### config.mk
export PLATFORM = sky130hd
export DESIGN_NAME = payload_crc8_conv_frame_encoder
export DESIGN_NICKNAME = d
export VERILOG_FILES = /design/src/hdl/pcfe_pkg.sv /design/src/hdl/pcfe_check_pipe.sv /design/src/hdl/pcfe_conv_stage.sv /design/src/hdl/pcfe_serializer.sv /design/src/hdl/payload_crc8_conv_frame_encoder.sv
export SDC_FILE = /design/constraint.sdc
export NUM_CORES = 1
export LEC_CHECK = 0
export CORE_UTILIZATION = 45
export DETAILED_ROUTE_END_ITERATION = 16
export DONT_BUFFER_PORTS = 1
export PLACE_DENSITY = 0.7
export SYNTH_ARGS = -nofsm -noshare
export SYNTH_HDL_FRONTEND = slang
export SYNTH_HIERARCHICAL = 1
export SYNTH_SLANG_ARGS = --single-unit
export TNS_END_PERCENT = 20
### constraint.sdc
create_clock -name clk -period 12.9 [get_ports clk]
set_input_delay 0.645 -clock clk [delete_from_list [all_inputs] [get_ports clk]]
set_output_delay 0.645 -clock clk [all_outputs]
set_load 0.05 [all_outputs]
### src/hdl/pcfe_pkg.sv
// shared types, constants and combinational helpers for the payload frame encoder
// no dependencies; imported by every module of the block
`default_nettype none

package pcfe_pkg;

	localparam int unsigned PAYLOAD_W   = 24;
	localparam int unsigned MSG_W       = 32;
	localparam int unsigned CODED_W     = 80;
	localparam int unsigned BYTE_W      = 8;
	localparam int unsigned FRAME_BYTES = 12;
	localparam int unsigned IDX_W       = 4;
	localparam int unsigned CFG_IDX_W   = 2;

	localparam logic [IDX_W-1:0]  IDX_SYNC_FIRST  = 4'd0;
	localparam logic [IDX_W-1:0]  IDX_SYNC_SECOND = 4'd1;
	localparam logic [IDX_W-1:0]  IDX_LAST        = 4'(FRAME_BYTES - 1);

	localparam logic [31:0] CHECK_INIT  = 32'hffff_ffff;
	localparam logic [31:0] CHECK_POLY  = 32'h0000_00e0;
	localparam logic [8:0]  CONV_POLY_A = 9'h1af;
	localparam logic [8:0]  CONV_POLY_B = 9'h11d;

	localparam logic [BYTE_W-1:0] SYNC_FIRST_RST  = 8'hf9;
	localparam logic [BYTE_W-1:0] SYNC_SECOND_RST = 8'ha8;

	typedef enum logic [CFG_IDX_W-1:0] {
		CFG_SYNC_FIRST  = 2'd0,
		CFG_SYNC_SECOND = 2'd1
	} cfg_reg_t;

	// one byte through the reflected check register, eight shifts
	function automatic logic [31:0] check_byte_step(input logic [31:0] r_in,
			input logic [7:0] b);
		logic [31:0] r;
		logic        low;
		r = r_in ^ {24'h0, b};
		for (int s = 0; s < 8; s++) begin
			low = r[0];
			r   = r >> 1;
			if (low) begin
				r = r ^ CHECK_POLY;
			end
		end
		return r;
	endfunction

	// k=9 rate 1/2 code over 32 message bits plus eight zero tail bits
	// symbol 0 lands in the top two bits of the result
	function automatic logic [CODED_W-1:0] conv_encode(input logic [MSG_W-1:0] msg);
		logic [51:0]        ext;
		logic [8:0]         win;
		logic [CODED_W-1:0] c;
		ext = '0;
		c   = '0;
		for (int p = 0; p < 32; p++) begin
			ext[p + 12] = msg[31 - p];
		end
		for (int sym = 0; sym < 40; sym++) begin
			for (int j = 0; j < 9; j++) begin
				win[j] = ext[sym - j + 12];
			end
			c[79 - 2*sym]     = ^(win & CONV_POLY_A);
			c[79 - 2*sym - 1] = ^(win & CONV_POLY_B);
		end
		return c;
	endfunction

endpackage

`default_nettype wire

### src/hdl/pcfe_check_pipe.sv
// three-stage check byte pipeline, one payload byte per stage
// depends on pcfe_pkg
`default_nettype none

module pcfe_check_pipe import pcfe_pkg::*; (
	input  wire logic                 clk,
	input  wire logic                 arst_n,
	input  wire logic                 in_valid,
	output logic                      in_stall,
	input  wire logic [PAYLOAD_W-1:0] payload,
	output logic                      msg_valid,
	input  wire logic                 msg_ready,
	output logic [MSG_W-1:0]          msg
);

	logic                 v_s1, v_s2, v_s3;
	logic [PAYLOAD_W-1:0] pl_s1, pl_s2;
	logic [31:0]          crc_s1, crc_s2;
	logic [MSG_W-1:0]     msg_s3;
	logic                 ld1, ld2, ld3;
	logic [31:0]          crc_last;

	assign ld3 = !v_s3 || msg_ready;
	assign ld2 = !v_s2 || ld3;
	assign ld1 = !v_s1 || ld2;
	assign in_stall = !ld1;

	assign crc_last = check_byte_step(crc_s2, pl_s2[7:0]);

	always_ff @(posedge clk or negedge arst_n) begin
		if (!arst_n) begin
			v_s1 <= 1'b0;
			v_s2 <= 1'b0;
			v_s3 <= 1'b0;
		end else begin
			if (ld1) v_s1 <= in_valid;
			if (ld2) v_s2 <= v_s1;
			if (ld3) v_s3 <= v_s2;
		end
	end

	always_ff @(posedge clk) begin
		if (ld1 && in_valid) begin
			pl_s1  <= payload;
			crc_s1 <= check_byte_step(CHECK_INIT, payload[23:16]);
		end
		if (ld2 && v_s1) begin
			pl_s2  <= pl_s1;
			crc_s2 <= check_byte_step(crc_s1, pl_s1[15:8]);
		end
		if (ld3 && v_s2) begin
			msg_s3 <= {pl_s2, ~crc_last[7:0]};
		end
	end

	assign msg_valid = v_s3;
	assign msg       = msg_s3;

endmodule

`default_nettype wire

### src/hdl/pcfe_conv_stage.sv
// convolutional encoder stage: 32 message bits to ten coded bytes
// depends on pcfe_pkg
`default_nettype none

module pcfe_conv_stage import pcfe_pkg::*; (
	input  wire logic             clk,
	input  wire logic             arst_n,
	input  wire logic             msg_valid,
	output logic                  msg_ready,
	input  wire logic [MSG_W-1:0] msg,
	output logic                  coded_valid,
	input  wire logic             coded_ready,
	output logic [CODED_W-1:0]    coded
);

	logic               v_s4;
	logic [CODED_W-1:0] coded_s4;
	logic               ld4;

	assign ld4       = !v_s4 || coded_ready;
	assign msg_ready = ld4;

	always_ff @(posedge clk or negedge arst_n) begin
		if (!arst_n) begin
			v_s4 <= 1'b0;
		end else if (ld4) begin
			v_s4 <= msg_valid;
		end
	end

	always_ff @(posedge clk) begin
		if (ld4 && msg_valid) begin
			coded_s4 <= conv_encode(msg);
		end
	end

	assign coded_valid = v_s4;
	assign coded       = coded_s4;

endmodule

`default_nettype wire

### src/hdl/pcfe_serializer.sv
// frame buffer and output register: two sync bytes then ten coded bytes
// depends on pcfe_pkg
`default_nettype none

module pcfe_serializer import pcfe_pkg::*; (
	input  wire logic               clk,
	input  wire logic               arst_n,
	input  wire logic               coded_valid,
	output logic                    coded_ready,
	input  wire logic [CODED_W-1:0] coded,
	input  wire logic [BYTE_W-1:0]  sync_first,
	input  wire logic [BYTE_W-1:0]  sync_second,
	output logic                    out_valid,
	input  wire logic               out_stall,
	output logic [BYTE_W-1:0]       frame_byte,
	output logic                    last_byte
);

	logic               fvalid_q;
	logic [IDX_W-1:0]   idx_q;
	logic [CODED_W-1:0] shift_q;
	logic               ovalid_q;
	logic [BYTE_W-1:0]  obyte_q;
	logic               olast_q;
	logic               out_take;
	logic               emit;
	logic               emit_last;
	logic [BYTE_W-1:0]  next_byte;

	assign out_take    = !ovalid_q || !out_stall;
	assign emit        = out_take && fvalid_q;
	assign emit_last   = idx_q == IDX_LAST;
	assign coded_ready = !fvalid_q || (emit && emit_last);

	always_comb begin
		unique case (idx_q)
			IDX_SYNC_FIRST:  next_byte = sync_first;
			IDX_SYNC_SECOND: next_byte = sync_second;
			default:         next_byte = shift_q[CODED_W-1 -: BYTE_W];
		endcase
	end

	always_ff @(posedge clk or negedge arst_n) begin
		if (!arst_n) begin
			fvalid_q <= 1'b0;
			idx_q    <= '0;
			ovalid_q <= 1'b0;
		end else begin
			if (coded_ready) begin
				fvalid_q <= coded_valid;
				idx_q    <= '0;
			end else if (emit) begin
				idx_q <= idx_q + 1'b1;
			end
			if (out_take) begin
				ovalid_q <= fvalid_q;
			end
		end
	end

	always_ff @(posedge clk) begin
		if (coded_ready && coded_valid) begin
			shift_q <= coded;
		end else if (emit && idx_q != IDX_SYNC_FIRST && idx_q != IDX_SYNC_SECOND) begin
			shift_q <= shift_q << BYTE_W;
		end
		if (emit) begin
			obyte_q <= next_byte;
			olast_q <= emit_last;
		end
	end

	assign out_valid  = ovalid_q;
	assign frame_byte = obyte_q;
	assign last_byte  = olast_q;

endmodule

`default_nettype wire

### src/hdl/payload_crc8_conv_frame_encoder.sv
// top level of the payload frame encoder: config registers and stage wiring
// depends on pcfe_pkg, pcfe_check_pipe, pcfe_conv_stage, pcfe_serializer
//
// usage
//  - input channel: one 24-bit payload per beat on payload, in_valid / in_stall
//  - output channel: twelve beats per payload on frame_byte, out_valid / out_stall;
//    sync_byte_first, sync_byte_second, then ten coded bytes; last_byte marks the twelfth
//  - config channel: cfg_valid / cfg_ready, cfg_index 0 = first sync byte,
//    1 = second sync byte, other indexes ignored; cfg_ready is always high;
//    write only while no frame is in flight
//  - order: the first byte of a frame passes the three check byte stages, the
//    encoder stage, the frame buffer and the output register before it shows
//  - throughput: one output byte per cycle while out_stall is low and a frame
//    is buffered; the single output byte port of the serializer sets that rate
//  - the five stages hold up to five payloads, so beats are taken back to
//    back until the pipeline fills behind a busy serializer
//  - reset: pipeline empty, sync bytes return to 0xf9 and 0xa8
//  - a stalled receiver holds the output byte; stall ripples back stage by
//    stage and in_stall rises only once every stage is full
`default_nettype none

module payload_crc8_conv_frame_encoder import pcfe_pkg::*; (
	input  wire logic                 clk,
	input  wire logic                 arst_n,
	// payload beats
	input  wire logic                 in_valid,
	output logic                      in_stall,
	input  wire logic [PAYLOAD_W-1:0] payload,
	// frame byte beats
	output logic                      out_valid,
	input  wire logic                 out_stall,
	output logic [BYTE_W-1:0]         frame_byte,
	output logic                      last_byte,
	// register writes
	input  wire logic                 cfg_valid,
	output logic                      cfg_ready,
	input  wire logic [CFG_IDX_W-1:0] cfg_index,
	input  wire logic [BYTE_W-1:0]    cfg_data
);

	logic [BYTE_W-1:0]  sync_first_q;
	logic [BYTE_W-1:0]  sync_second_q;
	logic               msg_valid, msg_ready;
	logic [MSG_W-1:0]   msg;
	logic               coded_valid, coded_ready;
	logic [CODED_W-1:0] coded;

	// register file never back-pressures
	assign cfg_ready = 1'b1;

	always_ff @(posedge clk or negedge arst_n) begin
		if (!arst_n) begin
			sync_first_q  <= SYNC_FIRST_RST;
			sync_second_q <= SYNC_SECOND_RST;
		end else if (cfg_valid && cfg_ready) begin
			unique case (cfg_reg_t'(cfg_index))
				CFG_SYNC_FIRST:  sync_first_q  <= cfg_data;
				CFG_SYNC_SECOND: sync_second_q <= cfg_data;
				default: ;
			endcase
		end
	end

	// stages 1..3: check byte over the three payload bytes
	pcfe_check_pipe u_check (
		.clk       (clk),
		.arst_n    (arst_n),
		.in_valid  (in_valid),
		.in_stall  (in_stall),
		.payload   (payload),
		.msg_valid (msg_valid),
		.msg_ready (msg_ready),
		.msg       (msg)
	);

	// stage 4: convolutional code with tail
	pcfe_conv_stage u_conv (
		.clk         (clk),
		.arst_n      (arst_n),
		.msg_valid   (msg_valid),
		.msg_ready   (msg_ready),
		.msg         (msg),
		.coded_valid (coded_valid),
		.coded_ready (coded_ready),
		.coded       (coded)
	);

	// frame buffer and output register, one byte per beat
	pcfe_serializer u_ser (
		.clk         (clk),
		.arst_n      (arst_n),
		.coded_valid (coded_valid),
		.coded_ready (coded_ready),
		.coded       (coded),
		.sync_first  (sync_first_q),
		.sync_second (sync_second_q),
		.out_valid   (out_valid),
		.out_stall   (out_stall),
		.frame_byte  (frame_byte),
		.last_byte   (last_byte)
	);

endmodule

`default_nettype wire
Word-level counts from Yosys, hierarchy flattened
Cells that the tools add are included.
Word-level totals
  bits in registers: 314
  input bits: 39
  output and inout port bits: 12
  logic and storage cells: 202
Operators by class
  add/sub/neg operators: 1
  equality and inequality tests: 4
  mux-type cells: 43
  bitwise operators: 28
  reduce and logical (&&, ||, !) cells: 108
Operator list (count)
  parity 9 bit: 78
  two-way mux 8 bit: 24
  two-way mux 80 bit: 2
  NOT 3 bit: 24
  NOT 8 -> 32 bit: 1
  two-way mux 31 bit: 1
  two-way mux 30 bit: 1
  two-way mux 29 bit: 1
  two-way mux 28 bit: 1
  two-way mux 27 bit: 1
  two-way mux 26 bit: 1
  two-way mux 25 bit: 1
  bitwise XOR 24 x 8 -> 24 bit: 1
  two-way mux 23 bit: 1
  two-way mux 22 bit: 1
  two-way mux 21 bit: 1
  two-way mux 20 bit: 1
  two-way mux 19 bit: 1
  two-way mux 18 bit: 1
  two-way mux 17 bit: 1
  case mux 8 bit (2 select lines): 1
  bitwise XOR 16 x 8 -> 16 bit: 1
  logical AND 1 bit: 9
  logical NOT 1 bit: 8
  other kinds (13): 21

Depth between registers and ports, before layout
  word-level depth: 31
  mapped depth: 7
  gate-level depth less buffers: 7

Hierarchy
The synthesis kept the hierarchy.
By module, submodules not included
  pcfe_conv_stage: instances 1, cells each 261, area an instance 4793.3 um^2, sequential area each 2367.3 um^2
  pcfe_serializer: instances 1, cells each 237, area an instance 4150.2 um^2, sequential area each 2822.7 um^2
  pcfe_check_pipe: instances 1, cells each 164, area an instance 3495.9 um^2, sequential area each 2957.8 um^2
  payload_crc8_conv_frame_encoder: instances 1, cells each 36, area an instance 633.1 um^2, sequential area each 411.6 um^2

Worst setup path before layout
OpenSTA, ideal clock, no wires.
  path kind: register to register
  start: register u_ser.ovalid_q (netlist: u_ser/out_valid)
  end: register u_ser.shift_q[0] (enable)
  library setup time: 0.736 ns
  data arrival time: 9.117 ns
  data required time: 12.164 ns
  slack: 3.047 ns
  stages on the path, launching flop included: 4
  buffers on the path: 1
  clock period less this slack: 9.853 ns
  cell sequence: dfrtp_1 and2_1 clkbuf_1 o41ai_1
Between the ends
  word-level cells in the longest chain between the ends: 7
  elaborated cells on any way between the ends: 9
  classes of those cells: 9 x reduce/logical
Ends and longest elaborated chain
  from (decl): RTL line pcfe_serializer.sv:22  | logic ovalid_q;
  from (signal assigned): RTL line pcfe_serializer.sv:56  | ovalid_q <= fvalid_q;
  logical NOT 1 bit (*): RTL line pcfe_serializer.sv:30  | assign out_take = !ovalid_q || !out_stall;
  logical OR 1 bit (*): RTL line pcfe_serializer.sv:30
  logical AND 1 bit (*): RTL line pcfe_serializer.sv:31  | assign emit = out_take && fvalid_q;
  logical AND 1 bit: RTL line pcfe_serializer.sv:33  | assign coded_ready = !fvalid_q || (emit && emit_last);
  logical OR 1 bit: RTL line pcfe_serializer.sv:33
  logical AND 1 bit: RTL line pcfe_serializer.sv:62  | if (coded_ready && coded_valid) begin
  nonzero test 2 bit (no source line) (*)
  to (signal assigned): RTL line pcfe_serializer.sv:63  | shift_q <= coded;
  to (signal assigned): RTL line pcfe_serializer.sv:65  | shift_q <= shift_q << BYTE_W;
  to (decl): RTL line pcfe_serializer.sv:21  | logic [CODED_W-1:0] shift_q;
Every way passes the cells marked *; elsewhere a longest branch is shown, timed or not.
A chain may end at the register's enable or synchronous reset.

Worst setup path after layout
  start: register u_ser.ovalid_q (netlist: u_ser/out_valid)
  end: output in_stall
Between the ends
  word-level cells in the longest chain between the ends: 10
Ends and longest elaborated chain
  logical NOT 1 bit: RTL line pcfe_serializer.sv:30
  logical OR 1 bit: RTL line pcfe_serializer.sv:30
  logical AND 1 bit: RTL line pcfe_serializer.sv:31
  logical AND 1 bit: RTL line pcfe_serializer.sv:33
  logical OR 1 bit: RTL line pcfe_serializer.sv:33
  via coded_ready: RTL line payload_crc8_conv_frame_encoder.sv:45  | logic coded_valid, coded_ready;
  logical OR 1 bit: RTL line pcfe_conv_stage.sv:20  | assign ld4 = !v_s4 || coded_ready;
  via msg_ready: RTL line payload_crc8_conv_frame_encoder.sv:43  | logic msg_valid, msg_ready;
  logical OR 1 bit: RTL line pcfe_check_pipe.sv:23  | assign ld3 = !v_s3 || msg_ready;
  logical OR 1 bit: RTL line pcfe_check_pipe.sv:24  | assign ld2 = !v_s2 || ld3;
  logical OR 1 bit: RTL line pcfe_check_pipe.sv:25  | assign ld1 = !v_s1 || ld2;
  logical NOT 1 bit: RTL line pcfe_check_pipe.sv:26  | assign in_stall = !ld1;
  to (decl): RTL line payload_crc8_conv_frame_encoder.sv:27  | output logic in_stall,
The timed path passes the listed nets, and every way through them passes these cells.

==> impl.org <==
** Timing
- The final-report max-slew violation count came to 0.
- Number of endpoints failing setup at the final stage :: 0
- Largest clock skew in the final design :: about 0.01 ns
- For the pin with the worst max-slew slack, the measured transition is approximately 1.3 ns.
- Maximum frequency from static timing analysis :: between 0.2 and 0.3 GHz
- On the final layout, the worst hold slack is roughly 0.19 ns.
- Aggregate negative setup slack :: 0 ns
- Final critical-path share of the clock period :: between 20% and 30%
- Final critical delay including setup and external delays :: roughly 3.6 ns
- RSZ-0062 raised after global routing :: no
- The count of final hold-check violations came to 0.
- Normalized max-slew margin :: 14.18%

** Logic synthesis
- Synthesis handed over a netlist of approximately 700 instances.
- Post-synth EDFFs :: 263
- Net Count, Synth :: 740
- Top post-synthesis cells by area :: sky130_fd_sc_hd__edfxtp_1, sky130_fd_sc_hd__xnor3_1, sky130_fd_sc_hd__mux2_2, sky130_fd_sc_hd__xnor2_1, sky130_fd_sc_hd__dfrtp_1
- Async S/R FF share, synth :: roughly 9%
- The cell area that synthesis handed to floorplanning was 13070 um^2.
- Among all flip-flop cells after synthesis, the most frequent one is sky130_fd_sc_hd__edfxtp_1.
- Dividing the synthesized area by the synthesized cell count gives approximately 19 um^2.
- Post-synthesis sequential area ratio :: between 60% and 70%
- Top post-synthesis cells by count :: sky130_fd_sc_hd__edfxtp_1, sky130_fd_sc_hd__xnor2_1, sky130_fd_sc_hd__mux2_2
- After synthesis the netlist holds a flip-flop and latch count of approximately 290.
- The share of synthesized area in the top cell type comes to roughly three fifths.
- During synthesis, Yosys emitted a total of 6 warnings.
- Unique masters post-synth :: slightly above 40
- Yosys instantiated no cell more often than sky130_fd_sc_hd__edfxtp_1.
- sky130_fd_sc_hd__edfxtp_1 takes more of the synthesized area than any other cell.

** Cells and area
- Fill cell instance count of the final layout :: 2300
- Of the cells placed in the final design, the portion with a size suffix greater than 1 is 21.96%.
- Compared with the post-synthesis result, the final layout area differs by 9.121%.
- Antenna cells :: 0
- Number of nets in the finished design :: between 700 and 800

** Critical path
- STA classifies the critical path startpoint as a flop.
- Data arrival time of the worst path :: 2.96 ns
- The critical path is of the reg -> out type.
- Reg-to-reg setup timing slack :: about 9.7 ns
- The worst register-to-register path has a depth of 6.
- Along the worst path, the maximum fanout reaches 9.
- STA classifies the critical path endpoint as an output port.
- At the worst endpoint, the required time is 12.26 ns.

** Pwr
- Total leakage power :: about 5.3 nW
- Switching part of the total power :: a little over a quarter
- The internal portion of the total power is around 0.0022 W.
- Of the total power, combinational logic draws a little under a quarter.
- Power share of the clock group :: ~27%
- Net switching component of the power :: around 0.00078 W
- Power spread over the standard cell area amounts to between 200 and 250 nW/um^2.
- Across the VDD grid, the largest voltage drop is ~140 uV.
- In this run, flip-flops and latches consume approximately half of the power.

** Global route
- First-pass GRT wire length :: slightly above 30000 um
- Maximum number of pins on one net before global-route repair :: 82
- The initial antenna violation count came to 0.
- After global routing the overflow that remains totals 0.
- Overall global routing resource usage :: a little over an eighth
- The via count of the first global-routing pass is ~5600.

** Flow run
- Maxcap violations :: 0

** Placed design
- The HPWL after detailed placement is around 13000 um.
- At the end of routability-driven placement, the weighted congestion stood at between 0.7 and 0.8.
- Number of buffer cells added on primary ports :: 0

** Clock network
- TritonCTS created 29 clock buffers.
- The root buffer cell chosen for the clock tree is sky130_fd_sc_hd__clkbuf_16.
- Clock Sinks :: between 200 and 300
- TritonCTS built the clock tree.
- Clock-pin slew of the registers on the worst-case setup and hold paths :: 0.06 ns
- H-tree lvl count :: 1
- The clock passes through at most 3 buffers.
- Post-CTS resize count :: 0
- Post-CTS timing repair inserted 0 buffers for setup.
- At the later pin of the worst-skew pair, clock insertion delay measures 0.55 ns.

** Floorplanning
- Area of the die :: ~30000 um^2
- Once the floorplan was initialized, standard cells occupied 45.67% of the core.
- In this run the count of I/O pins placed on the die edge is 51.
- From left edge to right edge, the die measures between 150 and 200 um.
- Floorplan die height :: around 170 um
- Core area :: 28630 um^2
- Cell Rows :: 62

** Route
- 1st-iter DRT viols :: ~380
- The first detailed-routing pass took 5 iterations.
- Number of remaining DRC errors :: 0
- After detailed routing, the average wire length per cell comes to approximately 18 um.
- Across all layers, the routed design uses about 5400 vias.
- Post-DRT Antenna Nets :: 0
- Final routed wirelength across all metal layers :: around 20000 um
- In the routed layout, each cell is associated on average with a via count of 4.883.

** Worst hold path
- Min-Delay Path Depth :: 0
- Worst hold-check path type :: in -> reg

** Outcome
- Status :: completed
[placed cells by master, fill, tap and decap left out, types with 4 or more instances in the layout]
cell	count
sky130_fd_sc_hd__nand3_1	5
sky130_fd_sc_hd__dfstp_2	9
sky130_fd_sc_hd__xor3_1	13
sky130_fd_sc_hd__xnor2_2	4
sky130_fd_sc_hd__xnor3_1	51
sky130_fd_sc_hd__mux2_1	6
sky130_fd_sc_hd__clkbuf_16	29
sky130_fd_sc_hd__nand2b_1	6
sky130_fd_sc_hd__dfrtp_1	17
sky130_fd_sc_hd__buf_4	4
sky130_fd_sc_hd__nor2b_1	7
sky130_fd_sc_hd__a22o_1	8
sky130_fd_sc_hd__xnor2_1	92
sky130_fd_sc_hd__nand2_1	6
sky130_fd_sc_hd__xor2_1	37
sky130_fd_sc_hd__clkinv_2	7
sky130_fd_sc_hd__a21o_1	8
sky130_fd_sc_hd__clkbuf_1	6
sky130_fd_sc_hd__edfxtp_1	263
sky130_fd_sc_hd__mux2_2	82
sky130_fd_sc_hd__inv_1	9
[cell type report]
| class | count | area, um^2 | area share, % |
|---|---|---|---|
| inverters | 10 | 37.54 | 0.2631 |
| clock inverters | 18 | 167.7 | 1.175 |
| multi-input cells | 356 | 4198 | 29.43 |
| flip-flops and latches | 289 | 8559 | 60.00 |
| well taps | 384 | 480.5 | 3.368 |
| repair buffers | 6 | 60.06 | 0.4210 |
| clock buffers | 36 | 762.0 | 5.342 |
[stage by stage]
| stage | util [%] | area (um^2) | setup WS (ns) | std cells | power [W] |
|---|---|---|---|---|---|
| 5_1_grt | 49.83 | 14260 | 9.050 | 1099 | 0.003071 |
| 2_1_floorplan | - | 13070 | 3.047 | 698 | 0.002020 |
| 3_3_place_gp | 46.48 | 13310 | 9.839 | 1043 | 0.002130 |
| 4_1_cts | 49.83 | 14260 | 9.248 | 1099 | 0.002972 |
| 6_report | 49.83 | 14260 | 9.290 | 1099 | 0.002946 |
| 3_5_place_dp | 46.48 | 13310 | 9.738 | 1043 | 0.002150 |
[registers in the layout, summed over array words and instances, names as in the netlist]
| register | flops |
|---|---|
| u_check/v_s2 | 1 |
| u_check/pl_s2 | 24 |
| u_ser/shift_q | 80 |
| u_ser/last_byte | 1 |
| u_check/crc_s1 | 8 |
| u_check/pl_s1 | 24 |
| u_conv/coded_valid | 1 |
| sync_second_q | 8 |
| sync_first_q | 8 |
| u_ser/out_valid | 1 |
| u_check/crc_s2 | 8 |
| u_ser/idx_q | 4 |
| u_check/v_s1 | 1 |
| u_check/msg_valid | 1 |
| u_conv/coded | 78 |
| u_ser/fvalid_q | 1 |
| u_ser/frame_byte | 8 |
| u_check/msg | 32 |
[critical path, cell delays in order (launching register included)]
cell                       delay [ns]
sky130_fd_sc_hd__dfrtp_1         0.65
sky130_fd_sc_hd__and2_1          0.39
sky130_fd_sc_hd__o21ai_0         0.18
sky130_fd_sc_hd__nand2b_1        0.27
sky130_fd_sc_hd__nor2b_1         0.35
sky130_fd_sc_hd__nand3_1         0.20
sky130_fd_sc_hd__inv_1           0.37
[power by group through the flow]
stage / sequential, W / combinational (W) / clock [W]
after floorplan: 0.00145 / 0.000569 / 0
after global placement: 0.00149 / 0.000643 / 0
after detailed placement: 0.00149 / 0.000657 / 0
after CTS: 0.00148 / 0.000672 / 0.000825
after global routing: 0.00149 / 0.000713 / 0.000863
final: 0.00147 / 0.000667 / 0.000806
[final timing paths]
kind	start	end
max reg2reg	u_ser/out_valid$_DFFE_PN0N_	u_check/pl_s1[7]$_DFFE_PP_
max in group asynchronous	arst_n	sync_first_q[3]$_DFFE_PN1P_
min	payload[2]	u_check/pl_s1[2]$_DFFE_PP_
min reg2reg	u_check/pl_s1[19]$_DFFE_PP_	u_check/pl_s2[19]$_DFFE_PP_
max	u_ser/out_valid$_DFFE_PN0N_	in_stall
min in group asynchronous	arst_n	sync_first_q[2]$_DFFE_PN0P_
[repair_timing]
item,4_1_cts,5_1_grt
hold endpoints to repair,26,0
hold buffers,2,0
setup endpoints to repair,0,0
[cell families after synthesis]
kind of cell	synth area share, %
other cells	0.02869
flops	65.48
xor+xnor	20.48
fa+ha+maj	0.2872
mux	7.580
buf+inv	2.498
simple gates	2.182
compound gates	1.464
[routing by layer]
layer | vias up | part of all wire, % | wire length [um] | GRT usage (%)
met1 | 2674 | 47 | 9226 | 19.28
li1 | 2535 | - | - | -
met4 | 0 | 1.8 | 345 | 3.617
met3 | 21 | 4.5 | 891 | 2.060
met2 | 136 | 47 | 9171 | 21.81
met5 | - | 0 | 0 | 0
No activity file was read; power rests on OpenSTA's default activity.
